==> src/hdl/fat12_cluster_chain_step_core_macros.svh <==
// ----------------------------------------------------------------------------
// FAT12 cluster chain step: assertion macros
// Shared concurrent checks, clocked on the rising edge and disabled in reset.
// ----------------------------------------------------------------------------
`ifndef FAT12_CLUSTER_CHAIN_STEP_CORE_MACROS_SVH
`define FAT12_CLUSTER_CHAIN_STEP_CORE_MACROS_SVH

// same-cycle implication
`define FCC_CHECK(label, clk, rst, ante, cons, msg) \
   label: assert property (@(posedge clk) disable iff (rst) (ante) |-> (cons)) \
      else $error(msg);

// next-cycle implication
`define FCC_CHECK_NEXT(label, clk, rst, ante, cons, msg) \
   label: assert property (@(posedge clk) disable iff (rst) (ante) |=> (cons)) \
      else $error(msg);

`endif

==> src/hdl/fcc_pkg.sv <==
// ----------------------------------------------------------------------------
// FAT12 cluster chain step: package
// Field widths, request and response types, register codes and constants.
// ----------------------------------------------------------------------------
package fcc_pkg;

   localparam int CLUSTER_W  = 12;
   localparam int FAT_ADDR_W = 13;
   localparam int BYTE_W     = 8;
   localparam int SECTOR_W   = 16;
   localparam int ENTRY_W    = 12;
   localparam int NIBBLE_W   = 4;

   // highest entry start offset reachable by a cluster number
   localparam int OFF_MAX = ((2 ** CLUSTER_W - 1) * 3) / 2;

   localparam int CSR_ADDR_W = 5;
   localparam int CSR_DATA_W = 32;
   localparam int CSR_IDX_W  = 3;

   localparam int DIR_ENTRY_LOG2 = 5;

   localparam logic [ENTRY_W-1:0] ENTRY_LAST_LINK = 12'hff0;

   localparam logic [15:0] RESERVED_RESET = 16'd1;
   localparam logic [3:0]  FAT_COUNT_RESET = 4'd2;
   localparam logic [15:0] SPF_RESET = 16'd9;
   localparam logic [15:0] ROOT_RESET = 16'd224;
   localparam logic [3:0]  SHIFT_RESET = 4'd9;

   typedef enum logic {
      REQ_LOAD   = 1'b0,
      REQ_LOOKUP = 1'b1
   } fcc_op_type;

   typedef enum logic [CSR_IDX_W-1:0] {
      REG_RESERVED  = 3'd0,
      REG_FAT_COUNT = 3'd1,
      REG_SPF       = 3'd2,
      REG_ROOT      = 3'd3,
      REG_SHIFT     = 3'd4
   } fcc_reg_type;

   typedef struct packed {
      logic                  req_type;
      logic [FAT_ADDR_W-1:0] fat_addr;
      logic [BYTE_W-1:0]     fat_byte;
      logic [CLUSTER_W-1:0]  cluster;
   } fcc_req_type;

   typedef struct packed {
      logic [SECTOR_W-1:0] sector_index;
      logic [ENTRY_W-1:0]  next_cluster;
      logic                chain_end;
   } fcc_rsp_type;

   // request as it travels down the pipeline
   typedef struct packed {
      logic                 lookup;
      logic                 wr_hit;
      logic [BYTE_W-1:0]    fat_byte;
      logic [CLUSTER_W-1:0] cluster;
   } fcc_slot_type;

endpackage

==> src/hdl/fcc_csr.sv <==
// ----------------------------------------------------------------------------
// FAT12 cluster chain step: configuration registers
// APB register file and the precomputed first data sector base.
// ----------------------------------------------------------------------------
module fcc_csr
   import fcc_pkg::*;
(
   input  logic                  clock,
   input  logic                  reset,
   input  logic                  psel,
   input  logic                  penable,
   input  logic                  pwrite,
   input  logic [CSR_ADDR_W-1:0] paddr,
   input  logic [CSR_DATA_W-1:0] pwdata,
   output logic [CSR_DATA_W-1:0] prdata,
   output logic                  pready,
   output logic [SECTOR_W-1:0]   base_sector
);

   logic [15:0] reserved_ff, reserved_in;
   logic [3:0]  fat_count_ff, fat_count_in;
   logic [15:0] spf_ff, spf_in;
   logic [15:0] root_ff, root_in;
   logic [3:0]  shift_ff, shift_in;
   logic [SECTOR_W-1:0] base_ff, base_in;

   logic                 wr_en;
   logic [CSR_IDX_W-1:0] idx;
   logic [19:0]          fat_sectors;
   logic [20:0]          root_bytes;
   logic [20:0]          root_sectors;

   assign pready = 1'b1;
   assign wr_en  = psel && penable && pwrite;
   assign idx    = paddr[CSR_ADDR_W-1:2];

   always_comb begin
      reserved_in  = reserved_ff;
      fat_count_in = fat_count_ff;
      spf_in       = spf_ff;
      root_in      = root_ff;
      shift_in     = shift_ff;
      if (wr_en) begin
         unique case (idx)
            REG_RESERVED:  reserved_in  = pwdata[15:0];
            REG_FAT_COUNT: fat_count_in = pwdata[3:0];
            REG_SPF:       spf_in       = pwdata[15:0];
            REG_ROOT:      root_in      = pwdata[15:0];
            REG_SHIFT:     shift_in     = pwdata[3:0];
            default: ;
         endcase
      end
   end

   always_comb begin
      unique case (idx)
         REG_RESERVED:  prdata = CSR_DATA_W'(reserved_ff);
         REG_FAT_COUNT: prdata = CSR_DATA_W'(fat_count_ff);
         REG_SPF:       prdata = CSR_DATA_W'(spf_ff);
         REG_ROOT:      prdata = CSR_DATA_W'(root_ff);
         REG_SHIFT:     prdata = CSR_DATA_W'(shift_ff);
         default:       prdata = '0;
      endcase
   end

   // reserved + FAT sectors + root directory sectors - 2, wrapping at 16 bits
   always_comb begin
      fat_sectors  = 20'(fat_count_ff) * 20'(spf_ff);
      root_bytes   = {root_ff, {DIR_ENTRY_LOG2{1'b0}}};
      root_sectors = root_bytes >> shift_ff;
      base_in      = reserved_ff + fat_sectors[SECTOR_W-1:0]
                     + root_sectors[SECTOR_W-1:0] - SECTOR_W'(2);
   end

   always_ff @(posedge clock) begin
      if (reset) begin
         reserved_ff  <= RESERVED_RESET;
         fat_count_ff <= FAT_COUNT_RESET;
         spf_ff       <= SPF_RESET;
         root_ff      <= ROOT_RESET;
         shift_ff     <= SHIFT_RESET;
      end else begin
         reserved_ff  <= reserved_in;
         fat_count_ff <= fat_count_in;
         spf_ff       <= spf_in;
         root_ff      <= root_in;
         shift_ff     <= shift_in;
      end
   end

   always_ff @(posedge clock) begin
      base_ff <= base_in;
   end

   assign base_sector = base_ff;

endmodule

==> config.mk <==
export PLATFORM = sky130hd
export DESIGN_NAME = fcc_csr
export DESIGN_NICKNAME = d
export VERILOG_FILES = /design/src/hdl/fat12_cluster_chain_step_core_macros.svh /design/src/hdl/fcc_pkg.sv /design/src/hdl/fcc_csr.sv
export SDC_FILE = /design/constraint.sdc
export NUM_CORES = 1
export LEC_CHECK = 0
export BUFFER_PORTS_ARGS = -buffer_cell sky130_fd_sc_hd__buf_2
export CAP_MARGIN = 20
export CORE_MARGIN = 2
export CORE_UTILIZATION = 45
export CTS_CLUSTER_DIAMETER = 120
export DETAILED_ROUTE_END_ITERATION = 6
export MAX_ROUTING_LAYER = met4
export PLACE_DENSITY_LB_ADDON = 0.12
export SYNTH_ARGS = -nofsm -noshare
export SYNTH_HDL_FRONTEND = slang
export SYNTH_SLANG_ARGS = --single-unit
==> constraint.sdc <==
create_clock -name clock -period 6.6 [get_ports clock]
set_input_delay 0.33 -clock clock [delete_from_list [all_inputs] [get_ports clock]]
set_output_delay 0.33 -clock clock [all_outputs]
set_load 0.02 [all_outputs]
==> flow_metrics.py <==
metrics = {
    "layout": {
        "final_util": 0.510,
        "areaGrowthSynthToFinish_pct": 10.6,
        "fill_cells": 1325,
        "layout_commonest_cell": "nand2_1",
        "n_antenna_cell": 0,
        "final_cells": 974,
        "final_nets": 917,
        "drive_gt1_frac": 0.139,
        "final_cell_mix": "nand2_1, inv_1, dfxtp_1, a21oi_1, buf_2",
    },
    "setup_path": {
        "critPathKind": "flip-flop to flip-flop",
        "required_ns": 6.83,
        "endpoint_kind": "flip-flop",
        "start_kind": "flip-flop",
        "cp_max_fo": 17,
        "crit_arrival_ns": 5.19,
    },
    "detailed_routing": {
        "drt_drc_violations_left": 0,
        "vias": 4996,
        "detail-route-antenna-nets": 0,
        "finalWirelength_mm": 15.3,
        "drt_first_iter_violations": 364,
        "drt_pass1_iterations": 5,
        "post_drt_wl_per_cell_microns": 15.8,
        "detail_route.vias_per_cell": 5.13,
    },
    "yosys": {
        "synthFlopType": "dfxtp_1",
        "synth_area_leaders": "dfxtp_1, fa_1, nand2_1",
        "synth_edf_count": 0,
        "syn_area_per_cell_sq_um": 8.02,
        "synth_top_family_by_area": "adder cells",
        "yosys.area_share.xor_xnor": 0.0272,
        "synthArstFlopShare": 0,
        "synthSimpleGateAreaFrac": 0.168,
        "synthCells": 764,
        "synthAdderAreaFrac": 0.234,
        "yosys.area.top_type": "dfxtp_1",
        "syn_area_sq_um": 6130,
        "synth_compound_area_frac": 0.127,
        "synthMuxAreaShare": 0.0937,
        "ys_types": 47,
        "ys_ff_latch": 72,
        "yosys_warnings": 0,
        "netlist.area_leader.share": 0.235,
        "ys_seq_area_frac": 0.235,
    },
    "power": {
        "p_leak_nw": 3.00,
        "ir_worst_vdd_v": 0.000116,
        "powerDensity_nw_per_um2": 193,
    },
    "global_routing": {
        "grtUsageTotal": 0.229,
        "antenna_found_initial": 0,
        "grt_pass1_wl_mm": 25.2,
        "gr-total-overflow": 0,
        "grt_pass1_vias": 5001,
        "grt_max_degree": 57,
    },
    "place": {
        "place_inst": 957,
        "gp_congestion": 0.901,
        "numPortBuffers": 55,
        "place_ws_ns": 1.66,
        "hpwlAfterDp_mm": 11.3,
    },
    "floorplan": {
        "fp.dieW_microns": 121,
        "start_util": 0.461,
        "io_pins": 91,
        "die_y_microns": 121,
        "core_area_sq_um": 13300,
        "num_rows": 42,
        "die-area_sq_um": 14600,
    },
    "min_path": {
        "hp-class": "input port to flip-flop",
    },
    "sta": {
        "setup_tns_ns": 0,
        "hold_viol_final": 0,
        "worst_slew_pin_slew_ns": 1.04,
        "drv_slew": 0,
        "period_needed_ns": 4.96,
        "fin_crit_sh": 0.751,
        "skew_ns": 0.00573,
        "rsz0062_at_grt": "false",
        "clock.fmax_mhz": 202,
        "setup_violations": 0,
        "fin_ws_ns": 1.64,
        "slew_headroom": 0.309,
    },
    "cts": {
        "insertion_delay_ns": 0.35,
        "cts.sinks": 72,
        "root_buffer": "clkbuf_16",
        "cts_tree": "yes",
        "post_cts_resize_count": 0,
        "numCtsBuffers": 9,
        "cts_hold_buf": 0,
        "post_cts_buffers": 0,
        "path_clk_slew_ns": 0.06,
        "cts_max_level": 3,
        "cts.path.max_buffers": 2,
    },
    "status": {
        "status": "finished clean",
    },
    "flow_run": {
        "maxCapViolCount": 0,
    },
}
-- registers in the layout, summed over array words and instances (netlist names) --
register,count
shift_ff,4
spf_ff,16
root_ff,16
base_sector,16
fat_count_ff,4
reserved_ff,16
-- cell families after synthesis --
kind of cell	Yosys count
AND/OR/NAND/NOR	242
buffers and inverters	164
AO/OA/AOI/OAI	129
adder cells (fa/ha/maj)	82
flip-flops	72
multiplexers	54
XOR/XNOR	19
other	2
-- cells in the mapped netlist, types with 4 or more instances --
cell / count
nand2_1: 169
inv_1: 108
dfxtp_1: 72
a21oi_1: 66
fa_1: 54
nor2_1: 37
ha_1: 28
mux2_2: 27
mux2i_1: 27
clkbuf_1: 24
a22oi_1: 21
buf_4: 19
o21ai_0: 16
xnor2_1: 16
buf_2: 10
and2_1: 8
nand3b_1: 6
o22ai_1: 6
nand3_1: 5
nor2b_1: 5
a211o_1: 4
-- where the power goes --
group	switching (mW)	internal, mW	total, mW
combinational	0.148	0.0881	0.236
sequential	0.0106	0.467	0.477
clock	0.209	0.382	0.591
-- metrics by stage --
stage / hold slack (ns) / power [mW] / cell area (sq um)
final: 0.232 / 1.30 / 6780
after floorplan: 0.447 / 0.665 / 6180
after CTS: 0.223 / 1.31 / 6760
after global routing: 0.258 / 1.36 / 6780
after global placement: 0.459 / 0.720 / 6410
after detailed placement: 0.475 / 0.724 / 6410
-- path summary, 6_finish.rpt --
check	startpoint	end	slack, ns	depth (start not counted)
worst min-delay path	pwdata[5]	root_ff[5]	0.23	3
worst min register to register	reserved_ff[14]	reserved_ff[14]	0.48	2
worst max register to register	fat_count_ff[1]	base_sector[14]	1.64	14
worst max-delay path	fat_count_ff[1]	base_sector[14]	1.64	14
-- cell type report --
type | count | area (sq um) | share of cell area
Clock buffer | 10 | 239 | 0.0353
Clock inverter | 6 | 116 | 0.0172
Inverter | 108 | 405 | 0.0598
Multi-Input combinational cell | 543 | 4040 | 0.596
Sequential cell | 72 | 1440 | 0.213
Tap cell | 176 | 220 | 0.0325
Timing Repair Buffer | 59 | 313 | 0.0462
-- critical path: stages (launching register included) --
cell and delay [ns]:
dfxtp_1 0.82, nand2_1 0.15, fa_1 0.49, fa_1 0.56, inv_1 0.06, fa_1 0.52, inv_1 0.05, fa_1 0.52
fa_1 0.51, nor2b_4 0.15, o31a_4 0.15, o21ai_2 0.07, a211o_1 0.30, and3_1 0.16, a311o_1 0.31
-- metal layers --
metal,vias up,GRT usage,share of wire
li1,2469,-,-
met1,2371,0.304,0.47
met2,140,0.365,0.46
met3,16,0.0302,0.055
met4,0,0.0727,0.016
met5,-,-,0
Power figures use the tool's default switching activity.
