===== src/hdl/fat12_cluster_chain_step_core_macros.svh =====
// ----------------------------------------------------------------------------
// FAT12 cluster chain step: assertion macros
// Shared concurrent checks, clocked on the rising edge and disabled in reset.
// ----------------------------------------------------------------------------
`ifndef FAT12_CLUSTER_CHAIN_STEP_CORE_MACROS_SVH
`define FAT12_CLUSTER_CHAIN_STEP_CORE_MACROS_SVH

// same-cycle implication
`define FCC_CHECK(label, clk, rst, ante, cons, msg) \
   label: assert property (@(posedge clk) disable iff (rst) (ante) |-> (cons)) \
      else $error(msg);

// next-cycle implication
`define FCC_CHECK_NEXT(label, clk, rst, ante, cons, msg) \
   label: assert property (@(posedge clk) disable iff (rst) (ante) |=> (cons)) \
      else $error(msg);

`endif


===== src/hdl/fcc_pkg.sv =====
// ----------------------------------------------------------------------------
// FAT12 cluster chain step: package
// Field widths, request and response types, register codes and constants.
// ----------------------------------------------------------------------------
package fcc_pkg;

   localparam int CLUSTER_W  = 12;
   localparam int FAT_ADDR_W = 13;
   localparam int BYTE_W     = 8;
   localparam int SECTOR_W   = 16;
   localparam int ENTRY_W    = 12;
   localparam int NIBBLE_W   = 4;

   // highest entry start offset reachable by a cluster number
   localparam int OFF_MAX = ((2 ** CLUSTER_W - 1) * 3) / 2;

   localparam int CSR_ADDR_W = 5;
   localparam int CSR_DATA_W = 32;
   localparam int CSR_IDX_W  = 3;

   localparam int DIR_ENTRY_LOG2 = 5;

   localparam logic [ENTRY_W-1:0] ENTRY_LAST_LINK = 12'hff0;

   localparam logic [15:0] RESERVED_RESET = 16'd1;
   localparam logic [3:0]  FAT_COUNT_RESET = 4'd2;
   localparam logic [15:0] SPF_RESET = 16'd9;
   localparam logic [15:0] ROOT_RESET = 16'd224;
   localparam logic [3:0]  SHIFT_RESET = 4'd9;

   typedef enum logic {
      REQ_LOAD   = 1'b0,
      REQ_LOOKUP = 1'b1
   } fcc_op_type;

   typedef enum logic [CSR_IDX_W-1:0] {
      REG_RESERVED  = 3'd0,
      REG_FAT_COUNT = 3'd1,
      REG_SPF       = 3'd2,
      REG_ROOT      = 3'd3,
      REG_SHIFT     = 3'd4
   } fcc_reg_type;

   typedef struct packed {
      logic                  req_type;
      logic [FAT_ADDR_W-1:0] fat_addr;
      logic [BYTE_W-1:0]     fat_byte;
      logic [CLUSTER_W-1:0]  cluster;
   } fcc_req_type;

   typedef struct packed {
      logic [SECTOR_W-1:0] sector_index;
      logic [ENTRY_W-1:0]  next_cluster;
      logic                chain_end;
   } fcc_rsp_type;

   // request as it travels down the pipeline
   typedef struct packed {
      logic                 lookup;
      logic                 wr_hit;
      logic [BYTE_W-1:0]    fat_byte;
      logic [CLUSTER_W-1:0] cluster;
   } fcc_slot_type;

endpackage


===== src/hdl/fcc_addr.sv =====
// ----------------------------------------------------------------------------
// FAT12 cluster chain step: address generation
// Entry offset cluster*3/2, reduced modulo the store size over two stages.
// ----------------------------------------------------------------------------
`include "fat12_cluster_chain_step_core_macros.svh"

module fcc_addr
   import fcc_pkg::*;
#(
   parameter  int FAT_BYTES = 8192,
   localparam int ADDR_W    = $clog2(FAT_BYTES)
) (
   input  logic              clock,
   input  logic              reset,
   input  logic              req_valid,
   output logic              req_ready,
   input  fcc_req_type       req_data,
   output logic              s2_valid,
   output fcc_slot_type      s2_slot,
   output logic [ADDR_W-1:0] s2_addr0,
   output logic [ADDR_W-1:0] s2_addr1,
   input  logic              s2_ready
);

   localparam int RECIP_SHIFT = 30;
   localparam int RECIP_W     = RECIP_SHIFT - $clog2(FAT_BYTES) + 1;
   localparam longint unsigned RECIP = (64'd1 << RECIP_SHIFT) / FAT_BYTES;
   localparam int QMAX   = OFF_MAX / FAT_BYTES;
   localparam int Q_W    = (QMAX > 0) ? $clog2(QMAX + 1) : 1;
   localparam int PROD_W = (FAT_ADDR_W + RECIP_W > RECIP_SHIFT + Q_W) ?
                           FAT_ADDR_W + RECIP_W : RECIP_SHIFT + Q_W;
   localparam int SPAN_W = ((ADDR_W + 1 > FAT_ADDR_W) ? ADDR_W + 1 : FAT_ADDR_W) + 1;

   logic                  s1_valid_ff, s1_valid_in;
   fcc_slot_type          s1_slot_ff, s1_slot_in;
   logic [FAT_ADDR_W-1:0] s1_off_ff, s1_off_in;
   logic [Q_W-1:0]        s1_q_ff, s1_q_in;

   logic                  s2_valid_ff, s2_valid_in;
   fcc_slot_type          s2_slot_ff, s2_slot_in;
   logic [ADDR_W-1:0]     s2_addr0_ff, s2_addr0_in;
   logic [ADDR_W-1:0]     s2_addr1_ff, s2_addr1_in;

   logic                  s1_room, s2_room;
   logic                  is_lookup;
   logic [FAT_ADDR_W:0]   tri_w;
   logic [PROD_W-1:0]     prod;
   logic [SPAN_W-1:0]     span_raw, span_fix;

   assign s2_room   = !s2_valid_ff || s2_ready;
   assign s1_room   = !s1_valid_ff || s2_room;
   assign req_ready = s1_room;

   // stage 1: entry offset and quotient estimate by reciprocal
   always_comb begin
      is_lookup = (req_data.req_type == REQ_LOOKUP);
      tri_w     = (FAT_ADDR_W + 1)'({req_data.cluster, 1'b0})
                  + (FAT_ADDR_W + 1)'(req_data.cluster);
      prod      = PROD_W'(tri_w[FAT_ADDR_W:1]) * PROD_W'(RECIP);

      s1_slot_in.lookup   = is_lookup;
      s1_slot_in.wr_hit   = !is_lookup
                            && (SPAN_W'(req_data.fat_addr) < SPAN_W'(FAT_BYTES));
      s1_slot_in.fat_byte = req_data.fat_byte;
      s1_slot_in.cluster  = req_data.cluster;
      s1_off_in           = is_lookup ? tri_w[FAT_ADDR_W:1] : req_data.fat_addr;
      s1_q_in             = is_lookup ? prod[RECIP_SHIFT +: Q_W] : '0;
      s1_valid_in         = s1_room ? req_valid : s1_valid_ff;
   end

   // stage 2: remainder with one correction, then the following byte
   always_comb begin
      span_raw    = SPAN_W'(s1_off_ff) - SPAN_W'(s1_q_ff) * SPAN_W'(FAT_BYTES);
      span_fix    = (span_raw >= SPAN_W'(FAT_BYTES)) ?
                    span_raw - SPAN_W'(FAT_BYTES) : span_raw;
      s2_addr0_in = span_fix[ADDR_W-1:0];
      s2_addr1_in = (span_fix == SPAN_W'(FAT_BYTES - 1)) ?
                    '0 : ADDR_W'(span_fix + SPAN_W'(1));
      s2_slot_in  = s1_slot_ff;
      s2_valid_in = s2_room ? s1_valid_ff : s2_valid_ff;
   end

   always_ff @(posedge clock) begin
      if (reset) begin
         s1_valid_ff <= 1'b0;
         s2_valid_ff <= 1'b0;
      end else begin
         s1_valid_ff <= s1_valid_in;
         s2_valid_ff <= s2_valid_in;
      end
   end

   always_ff @(posedge clock) begin
      if (s1_room) begin
         s1_slot_ff <= s1_slot_in;
         s1_off_ff  <= s1_off_in;
         s1_q_ff    <= s1_q_in;
      end
      if (s2_room) begin
         s2_slot_ff  <= s2_slot_in;
         s2_addr0_ff <= s2_addr0_in;
         s2_addr1_ff <= s2_addr1_in;
      end
   end

   assign s2_valid = s2_valid_ff;
   assign s2_slot  = s2_slot_ff;
   assign s2_addr0 = s2_addr0_ff;
   assign s2_addr1 = s2_addr1_ff;

   `FCC_CHECK(addr_pair_adjacent, clock, reset, s2_valid_ff && s2_slot_ff.lookup, (SPAN_W'(s2_addr1_ff) == SPAN_W'(s2_addr0_ff) + SPAN_W'(1)) || ((s2_addr1_ff == '0) && (SPAN_W'(s2_addr0_ff) == SPAN_W'(FAT_BYTES - 1))), "entry byte addresses not adjacent")
   `FCC_CHECK_NEXT(addr_hold_on_stall, clock, reset, s2_valid_ff && !s2_ready, s2_valid_ff && $stable(s2_addr0_ff) && $stable(s2_addr1_ff), "stalled addresses changed")

endmodule


===== config.mk =====
export PLATFORM = sky130hd
export DESIGN_NAME = fcc_addr
export DESIGN_NICKNAME = d
export VERILOG_FILES = /design/src/hdl/fcc_pkg.sv /design/src/hdl/fcc_addr.sv
export VERILOG_INCLUDE_DIRS = /design/src /design/src/hdl
export SDC_FILE = /design/constraint.sdc
export NUM_CORES = 1
export LEC_CHECK = 0
export BUFFER_PORTS_ARGS = -buffer_cell sky130_fd_sc_hd__clkbuf_2
export CORE_AREA = 8 8 119 121
export CTS_BUF_LIST = sky130_fd_sc_hd__clkbuf_16
export CTS_CLUSTER_DIAMETER = 200
export DETAILED_ROUTE_END_ITERATION = 6
export DIE_AREA = 0 0 127 129
export SLEW_MARGIN = 20
export SYNTH_ARGS = -nofsm -noshare
export SYNTH_HDL_FRONTEND = slang
export SYNTH_SLANG_ARGS = --single-unit
export TNS_END_PERCENT = 5

===== constraint.sdc =====
create_clock -name clock -period 2.54 [get_ports clock]
set_input_delay 0.508 -clock clock [delete_from_list [all_inputs] [get_ports clock]]
set_output_delay 0.508 -clock clock [all_outputs]
set_load 0.1 [all_outputs]

==> out/summary.log, run 1 <==
qor: critical_path.r2r_end s2_addr1[5]$_SDFFCE_PN0P_
qor: clocking.cts.htree.levels 3
qor: power_and_ir_drop.combinationalPowerShare 0.263
qor: logic_synthesis.synthesis.area 0.00357 mm²
qor: grt.first_pass_grt_wire_length 12.5 mm
qor: sta.final_hold_violating_endpoints 0
qor: status.status finished, final reports clean
qor: clocking.cts_root_buffer clkbuf_16
qor: critical_path.required 2620 ps
qor: sta.worst_clock_skew 5.65 ps
qor: critical_path.critical_path.cell_chain clkbuf_2 -> ha_1 -> fa_1 -> a211oi_2 -> o211ai_1 -> a311oi_1 -> a21oi_1
qor: clocking.worstSkewPairLatency 340 ps
qor: clocking.post_cts_resize_count 0
qor: floorplanning.dieArea 0.0164 mm²
qor: floorplanning.design.portCount 88
qor: critical_path.critical_path.max_stage_delay 450 ps
qor: critical_path.setup.reg_to_reg.worst_slack 750 ps
qor: routing.route.vias.total 2229
qor: power_and_ir_drop.net-switching-power 1.47 mW
qor: critical_path.cells_on_worst_reg2reg_path 5
qor: floorplanning.starting_utilization_of_the_core_area 0.290
qor: routing.post_route_ant_nets 0
qor: sta.actual_transition_at_the_worst_max_transition_pin 553 ps
qor: critical_path.crit_fanout 3
qor: critical_path.critPathLaunchType input port
qor: placed_design.portBuffers 87
qor: logic_synthesis.netlist-cell-type-count 46
qor: power_and_ir_drop.seq_power_share 0.434
qor: power_and_ir_drop.power_leakage 1.83 nW
qor: critical_path.data_arrival_time_at_the_worst_slack_endpoint 2190 ps
qor: final_layout.syn2layout_area_growth 26.4%
qor: final_layout.num_antenna_cells 0
qor: placed_design.placement.setup.worst_slack 84.8 ps
qor: sta.finalMaxSlewViolations 0
qor: routing.detailedRoute.firstIterationViolations 170
qor: clocking.clkTransAtPathRegs 60 ps
qor: clocking.max-clock-path-buffers 2
qor: grt.grt_antenna_before_repair 0
qor: logic_synthesis.yosys_most_used_dff edfxtp_1
qor: sta.setup_tns 0 ps
qor: placed_design.place.detailed.hpwl 5.76 mm
qor: grt.global_route.usage.total 0.0998
qor: final_layout.final_common_cell clkbuf_2
qor: power_and_ir_drop.power-per-cell-area 914 mW/mm²
qor: clocking.cts-buffers-inserted 9
qor: floorplanning.die_height 129 µm
qor: grt.global_route_overflow 0
qor: power_and_ir_drop.netSwitchingFraction 0.357
qor: critical_path.critical-path-slowest-cell fa_1
qor: routing.vias_per_cell 4.61
qor: logic_synthesis.synth_edf_count 83
qor: logic_synthesis.synth_sequential_area_ratio 0.709
qor: logic_synthesis.syn_nets 282
qor: sta.fmaxAchievable 474 MHz
qor: routing.detail_route.first_pass.iterations 4
qor: sta.period_minus_slack 2110 ps
qor: power_and_ir_drop.clock_share_of_power 0.303
qor: routing.detail_route.wirelength 7.67 mm
qor: sta.final_setup_violation_count 0
qor: logic_synthesis.synthArstFlopShare 0
qor: grt.grt_pass1_vias 2502
qor: sta.timing.final.ws_setup 431 ps
qor: floorplanning.core_region_area 0.0123 mm²
qor: clocking.number_of_setup_buffers_added_after_cts 0
qor: logic_synthesis.synth-seq-cells 85
qor: final_layout.most-common-layout-cells clkbuf_2, edfxtp_1, nor2_1
qor: final_layout.final_layout_size_suffix_gt1_frac 0.359
qor: worst_hold_path.worst_hold_path.num_cells 2
qor: critical_path.timing.critical_path.to_type flop
qor: worst_hold_path.hp-start reset
qor: power_and_ir_drop.vdd_drop_max 0.283 mV
qor: final_layout.nets_finish 382
qor: sta.grt_setup_unrepaired no
qor: critical_path.type_of_the_worst_setup_path in -> reg
qor: clocking.clock_sinks 85
qor: logic_synthesis.synth_warnings 0
qor: routing.routed_length_per_placed_instance 15.8 µm
qor: grt.grt_max_degree 36
qor: clocking.tritoncts done
qor: floorplanning.overall_die_width 127 µm
qor: final_layout.fill_cells 1189
qor: critical_path.crit-reg2reg-launch s1_off_ff[0]$_DFFE_PP_
qor: worst_hold_path.hold_path.class in -> reg
qor: sta.relSlewSlack 0.633
qor: logic_synthesis.synth.avg_cell_area 15.6 µm²
qor: critical_path.worstSetupStartpoint req_data[0]
qor: sta.timing.final.crit_share 0.830
qor: floorplanning.placementRows 41
qor: run.maxCapViolations 0
qor: worst_hold_path.hold-path-endpoint s1_valid_ff$_SDFFE_PP0P_
qor: power_and_ir_drop.cellInternalPower 2.65 mW
qor: power_and_ir_drop.sum_of_internal_switching_and_leakage_power 4.12 mW
qor: logic_synthesis.netlist_instances 229
qor: routing.drc_errors 0
qor: placed_design.globalplace.congestion 0.803
qor: clocking.number_of_buffers_inserted_by_hold_repair_at_cts 0
cell usage after synthesis, types with 2 or more instances:
cell,n,area (µm²)
edfxtp_1,83,2490
nor2_1,16,60.1
ha_1,14,175
xnor2_1,14,123
a21oi_1,11,55.1
nand2_1,11,41.3
inv_1,7,26.3
nand3_1,7,35.0
mux2_2,6,67.6
nand4_1,5,31.3
nor2b_1,4,25.0
nor4_1,3,18.8
o21a_1,3,22.5
o21ai_0,3,15.0
a211oi_2,2,25.0
a21o_1,2,15.0
and3_1,2,12.5
and4_1,2,17.5
buf_4,2,15.0
dfxtp_1,2,40.0
nand2b_1,2,12.5
nor3_1,2,10.0
o211ai_1,2,15.0
xor2_1,2,17.5
cells by family (layout without fill, tap and decap cells):
family	count (synthesis)	in the layout	share of synthesized area
buf+inv	11	116	0.0137
compound gates	35	35	0.0708
xor+xnor	16	16	0.0392
flops	85	85	0.709
fa+ha+maj	15	15	0.0547
mux	7	7	0.0217
simple gates	60	60	0.0908
worst max path at each step:
stage                     slack, ps  cells after the start                       to
after global placement          120                      7  s1_off_ff[12]$_DFFE_PP_
after global routing            320                      7  s1_off_ff[12]$_DFFE_PP_
after CTS                       450                      7  s1_off_ff[12]$_DFFE_PP_
final                           430                      7  s1_off_ff[12]$_DFFE_PP_
after floorplan                 100                      2   s1_off_ff[0]$_DFFE_PP_
after detailed placement         80                      7  s1_off_ff[12]$_DFFE_PP_
area by class of cell:
| type | count | area [µm²] | area share |
|---|---|---|---|
| flip-flops and latches | 85 | 2530 | 0.561 |
| multi-input cells | 133 | 992 | 0.220 |
| repair buffers | 92 | 488 | 0.108 |
| clock buffers | 9 | 225 | 0.0499 |
| well taps | 150 | 188 | 0.0416 |
| clock inverters | 7 | 57.6 | 0.0128 |
| inverters | 8 | 30.0 | 0.00665 |
layer usage:
layer	vias up	wire length, µm	share of wire	GRT usage
met4	0	105	0.014	0.0399
met5	-	0	0	0
met2	62	3770	0.49	0.164
li1	1091	-	-	-
met3	8	616	0.080	0.0505
met1	1068	3180	0.41	0.108
power groups by stage:
| stage | Sequential, mW | Clock (mW) | Combinational (mW) |
|---|---|---|---|
| after floorplan | 2.51 | 0 | 0.203 |
| after global placement | 1.81 | 0 | 1.08 |
| after detailed placement | 1.82 | 0 | 1.09 |
| after CTS | 1.79 | 1.30 | 1.09 |
| after global routing | 1.81 | 1.35 | 1.13 |
| final | 1.79 | 1.25 | 1.08 |
sequential cells by signal, summed over array words and instances, names as in the netlist:
name / flops
s2_addr1: 13
s2_valid: 1
s2_slot: 22
s1_off_ff: 13
s1_slot_ff: 22
s2_addr0: 13
s1_valid_ff: 1
per-stage QoR:
step | std cells | hold slack, ps | util | instance area (µm²)
floorplan | 229 | 400 | - | 3570
global placement | 468 | 401 | 0.344 | 4230
detailed placement | 468 | 405 | 0.344 | 4230
CTS | 484 | 311 | 0.367 | 4510
global route | 484 | 326 | 0.367 | 4510
finish | 484 | 334 | 0.367 | 4510
critical path, delay by kind of cell:
family	cells	cell delay [ps]
AOI/OAI and AO/OA	4	900
adders and majority gates	2	690
buffers and inverters	1	90
Note: power is estimated with default switching activity, not from simulation.
==> inputs of run 2 (changes only) <==
- ABC_AREA: unset -> 1
- clock period: 2.54 -> 1.9 ns (I/O delays scaled with it)
==> run 2 against run 1 <==
Net effect:
- final cell count is 16% higher
- flip-flop and latch count stayed put
- worst hold slack worse by 120 ps
- global-route usage is 0.67 points higher
- sequential power is 31% higher
- clock power is 38% higher
- sequential share of layout area is 2.4 points lower
- combinational power is 31% higher
- utilization is 1.7 points higher
- total power is 33% higher
- wire length is 6.7% higher
- critical endpoint is now s2_addr1[11]$_SDFFCE_PN0P_
- largest cell class unchanged
- highest routed layer unchanged
==> out/summary.log, run 2 <==
qor: logic_synthesis.synth-seq-cells 85 [unchanged]
qor: logic_synthesis.cell_with_the_most_instances_after_synthesis edfxtp_1
qor: floorplanning.design.portCount 88 [unchanged]
qor: sta.final.hold.worst_slack 218 ps [-116 ps]
qor: grt.grt_antenna_before_repair 0 [unchanged]
qor: logic_synthesis.syn_nets 346 [+23%]
qor: clocking.max-clock-path-buffers 2 [unchanged]
qor: critical_path.critPathLaunchType flop
qor: final_layout.final_common_cell clkbuf_2
qor: routing.vias_per_cell 4.37 [-5.1%]
qor: final_layout.finish.utilization 0.383 [+0.0169]
qor: final_layout.syn2layout_area_growth 30.2%
qor: run.maxCapViolations 0 [unchanged]
qor: placed_design.placement.setup.worst_slack -129 ps [-214 ps]
qor: final_layout.layout.cells.non_filler 562 [+16%]
qor: power_and_ir_drop.power_leakage 2.14 nW [+17%]
qor: floorplanning.core_region_area 0.0123 mm² [unchanged]
qor: floorplanning.placementRows 41 [unchanged]
qor: sta.worst_clock_skew 7.01 ps [+1.36 ps]
qor: sta.grt_setup_unrepaired no
qor: logic_synthesis.netlist_top_cells_area edfxtp_1, nand2_1, ha_1
qor: worst_hold_path.hold_path.class in -> reg
qor: sta.final_hold_violating_endpoints 0 [unchanged]
qor: grt.global_route_overflow 0 [unchanged]
qor: clocking.worstSkewPairLatency 340 ps [about the same]
qor: grt.grt_pass1_vias 2720 [+8.7%]
qor: final_layout.nets_finish 461 [+21%]
qor: routing.route.vias.total 2455 [+10%]
qor: routing.routed_length_per_placed_instance 14.6 µm [-8.1%]
qor: power_and_ir_drop.vdd_drop_max 0.373 mV [+32%]
qor: logic_synthesis.synth.top_cell.area_share 0.688 [-0.0104]
qor: clocking.cts-buffers-inserted 9 [unchanged]
qor: routing.detail_route.first_pass.iterations 4 [unchanged]
qor: placed_design.portBuffers 87 [unchanged]
qor: critical_path.data_arrival_time_at_the_worst_slack_endpoint 1840 ps [-350 ps]
qor: power_and_ir_drop.power-per-cell-area 1160 mW/mm² [+27%]
qor: floorplanning.starting_utilization_of_the_core_area 0.294 [+0.00437]
qor: logic_synthesis.synthArstFlopShare 0 [unchanged]
qor: placed_design.place.detailed.hpwl 6.33 mm [+10%]
qor: sta.final_setup_violation_count 0 [unchanged]
qor: sta.finalMaxSlewViolations 0 [unchanged]
qor: clocking.cts_root_buffer clkbuf_16
qor: sta.fmaxAchievable 570 MHz
qor: floorplanning.dieArea 0.0164 mm² [unchanged]
qor: logic_synthesis.netlist_instances 293 [+28%]
qor: sta.relSlewSlack 0.631 [-0.00197]
qor: sta.period_minus_slack 1750 ps
qor: clocking.cts.htree.levels 3 [unchanged]
qor: power_and_ir_drop.sum_of_internal_switching_and_leakage_power 5.49 mW [+33%]
qor: routing.post_route_ant_nets 0 [unchanged]
qor: grt.grt_max_degree 49 [+36%]
qor: clocking.number_of_buffers_inserted_by_hold_repair_at_cts 0 [unchanged]
qor: final_layout.most-common-layout-cells clkbuf_2, edfxtp_1, nand2_1
qor: status.status finished, final reports clean
qor: critical_path.required 1990 ps [-630 ps]
qor: logic_synthesis.netlist-cell-type-count 23 [-50%]
qor: floorplanning.die_height 129 µm [unchanged]
qor: logic_synthesis.synthesis.area 0.00362 mm² [+1.5%]
qor: routing.detailedRoute.firstIterationViolations 71 [-58%]
qor: grt.global_route.usage.total 0.106 [+0.00673]
qor: clocking.clkTransAtPathRegs 60 ps [about the same]
qor: logic_synthesis.synth.avg_cell_area 12.4 µm² [-21%]
qor: critical_path.type_of_the_worst_setup_path reg -> reg
qor: critical_path.crit_fanout 7 [+4]
qor: logic_synthesis.synth_sequential_area_ratio 0.699 [-0.0105]
qor: routing.detail_route.wirelength 8.19 mm [+6.7%]
qor: clocking.clock_sinks 85 [unchanged]
qor: grt.first_pass_grt_wire_length 13.4 mm [+6.8%]
qor: sta.timing.final.ws_setup 147 ps [-285 ps]
qor: floorplanning.overall_die_width 127 µm [unchanged]
qor: logic_synthesis.synth_warnings 0 [unchanged]
qor: logic_synthesis.yosys_most_used_dff edfxtp_1
qor: placed_design.globalplace.congestion 0.783 [-2.6%]
qor: final_layout.final_layout_size_suffix_gt1_frac 0.316 [-0.0437]
qor: critical_path.timing.critical_path.to_type flop
qor: logic_synthesis.synth_edf_count 83 [unchanged]
qor: sta.actual_transition_at_the_worst_max_transition_pin 556 ps [+2.97 ps]
qor: final_layout.num_antenna_cells 0 [unchanged]
qor: logic_synthesis.synth.top_cells.by_count edfxtp_1, nand2_1, inv_1
qor: logic_synthesis.synth_area_leader_cell edfxtp_1
qor: placed_design.dp.cells 546 [+17%]
qor: routing.drc_errors 0 [unchanged]
qor: sta.timing.final.crit_share 0.923
qor: clocking.tritoncts done
==> run 2: critical path, cell delays in order (launching register included) <==
cell and delay, ps:
edfxtp_1 370, ha_1 190, inv_1 80, nor2_4 120, nand3_2 110, nor2_4 120
nand2_2 90, nor3b_4 190, buf_4 180, nor2_1 60
==> run 2: final cells by class <==
class	instances	area (µm²)
multi-input combinational	173	981
inverter	33	124
clock inverter	6	63.8
clock buffer	9	225
tap	150	188
sequential	85	2530
timing repair buffer	106	606
fill	1226	7590
==> run 2: repair_timing <==
| item | CTS | global route |
|---|---|---|
| setup endpoints to repair | 0 | 7 |
| buffers inserted | 0 | 1 |
| gates resized for setup | 0 | 1 |
==> run 2: report_power, final <==
part,switching [mW],total (mW),internal (mW)
Sequential,0.0783,2.35,2.27
Clock,0.722,1.73,1.01
Combinational,1.16,1.41,0.249
==> run 2: final timing paths <==
path	from	to	slack [ps]	depth (start not counted)
min	req_data[14]	s1_slot_ff[14]$_DFFE_PP_	220	1
max	s1_off_ff[0]$_DFFE_PP_	s2_addr1[11]$_SDFFCE_PN0P_	150	9
min reg2reg	s1_slot_ff[4]$_DFFE_PP_	s2_slot[4]$_DFFE_PP_	420	0
max reg2reg	s1_off_ff[0]$_DFFE_PP_	s2_addr1[11]$_SDFFCE_PN0P_	150	9
==> run 2: cells by family (layout without fill, tap and decap cells) <==
logic type	after synthesis	count (layout)	share of synthesized area
fa+ha+maj	15	15	0.0538
compound gates	19	19	0.0273
buf+inv	35	154	0.0362
simple gates	126	126	0.153
xor+xnor	13	13	0.0314
flops	85	85	0.699
==> run 2: through the flow <==
stage / setup TNS [ps] / instance area (µm²)
floorplan: 0 / 3640
global placement: -274 / 4420
detailed placement: -300 / 4420
CTS: 0 / 4710
global route: 0 / 4720
finish: 0 / 4720
==> run 2: per-layer routing <==
layer / share of wire / GRT usage
met1: 0.41 / 0.108
met4: 0.018 / 0.0483
met5: 0 / 0
met3: 0.052 / 0.0343
met2: 0.52 / 0.196
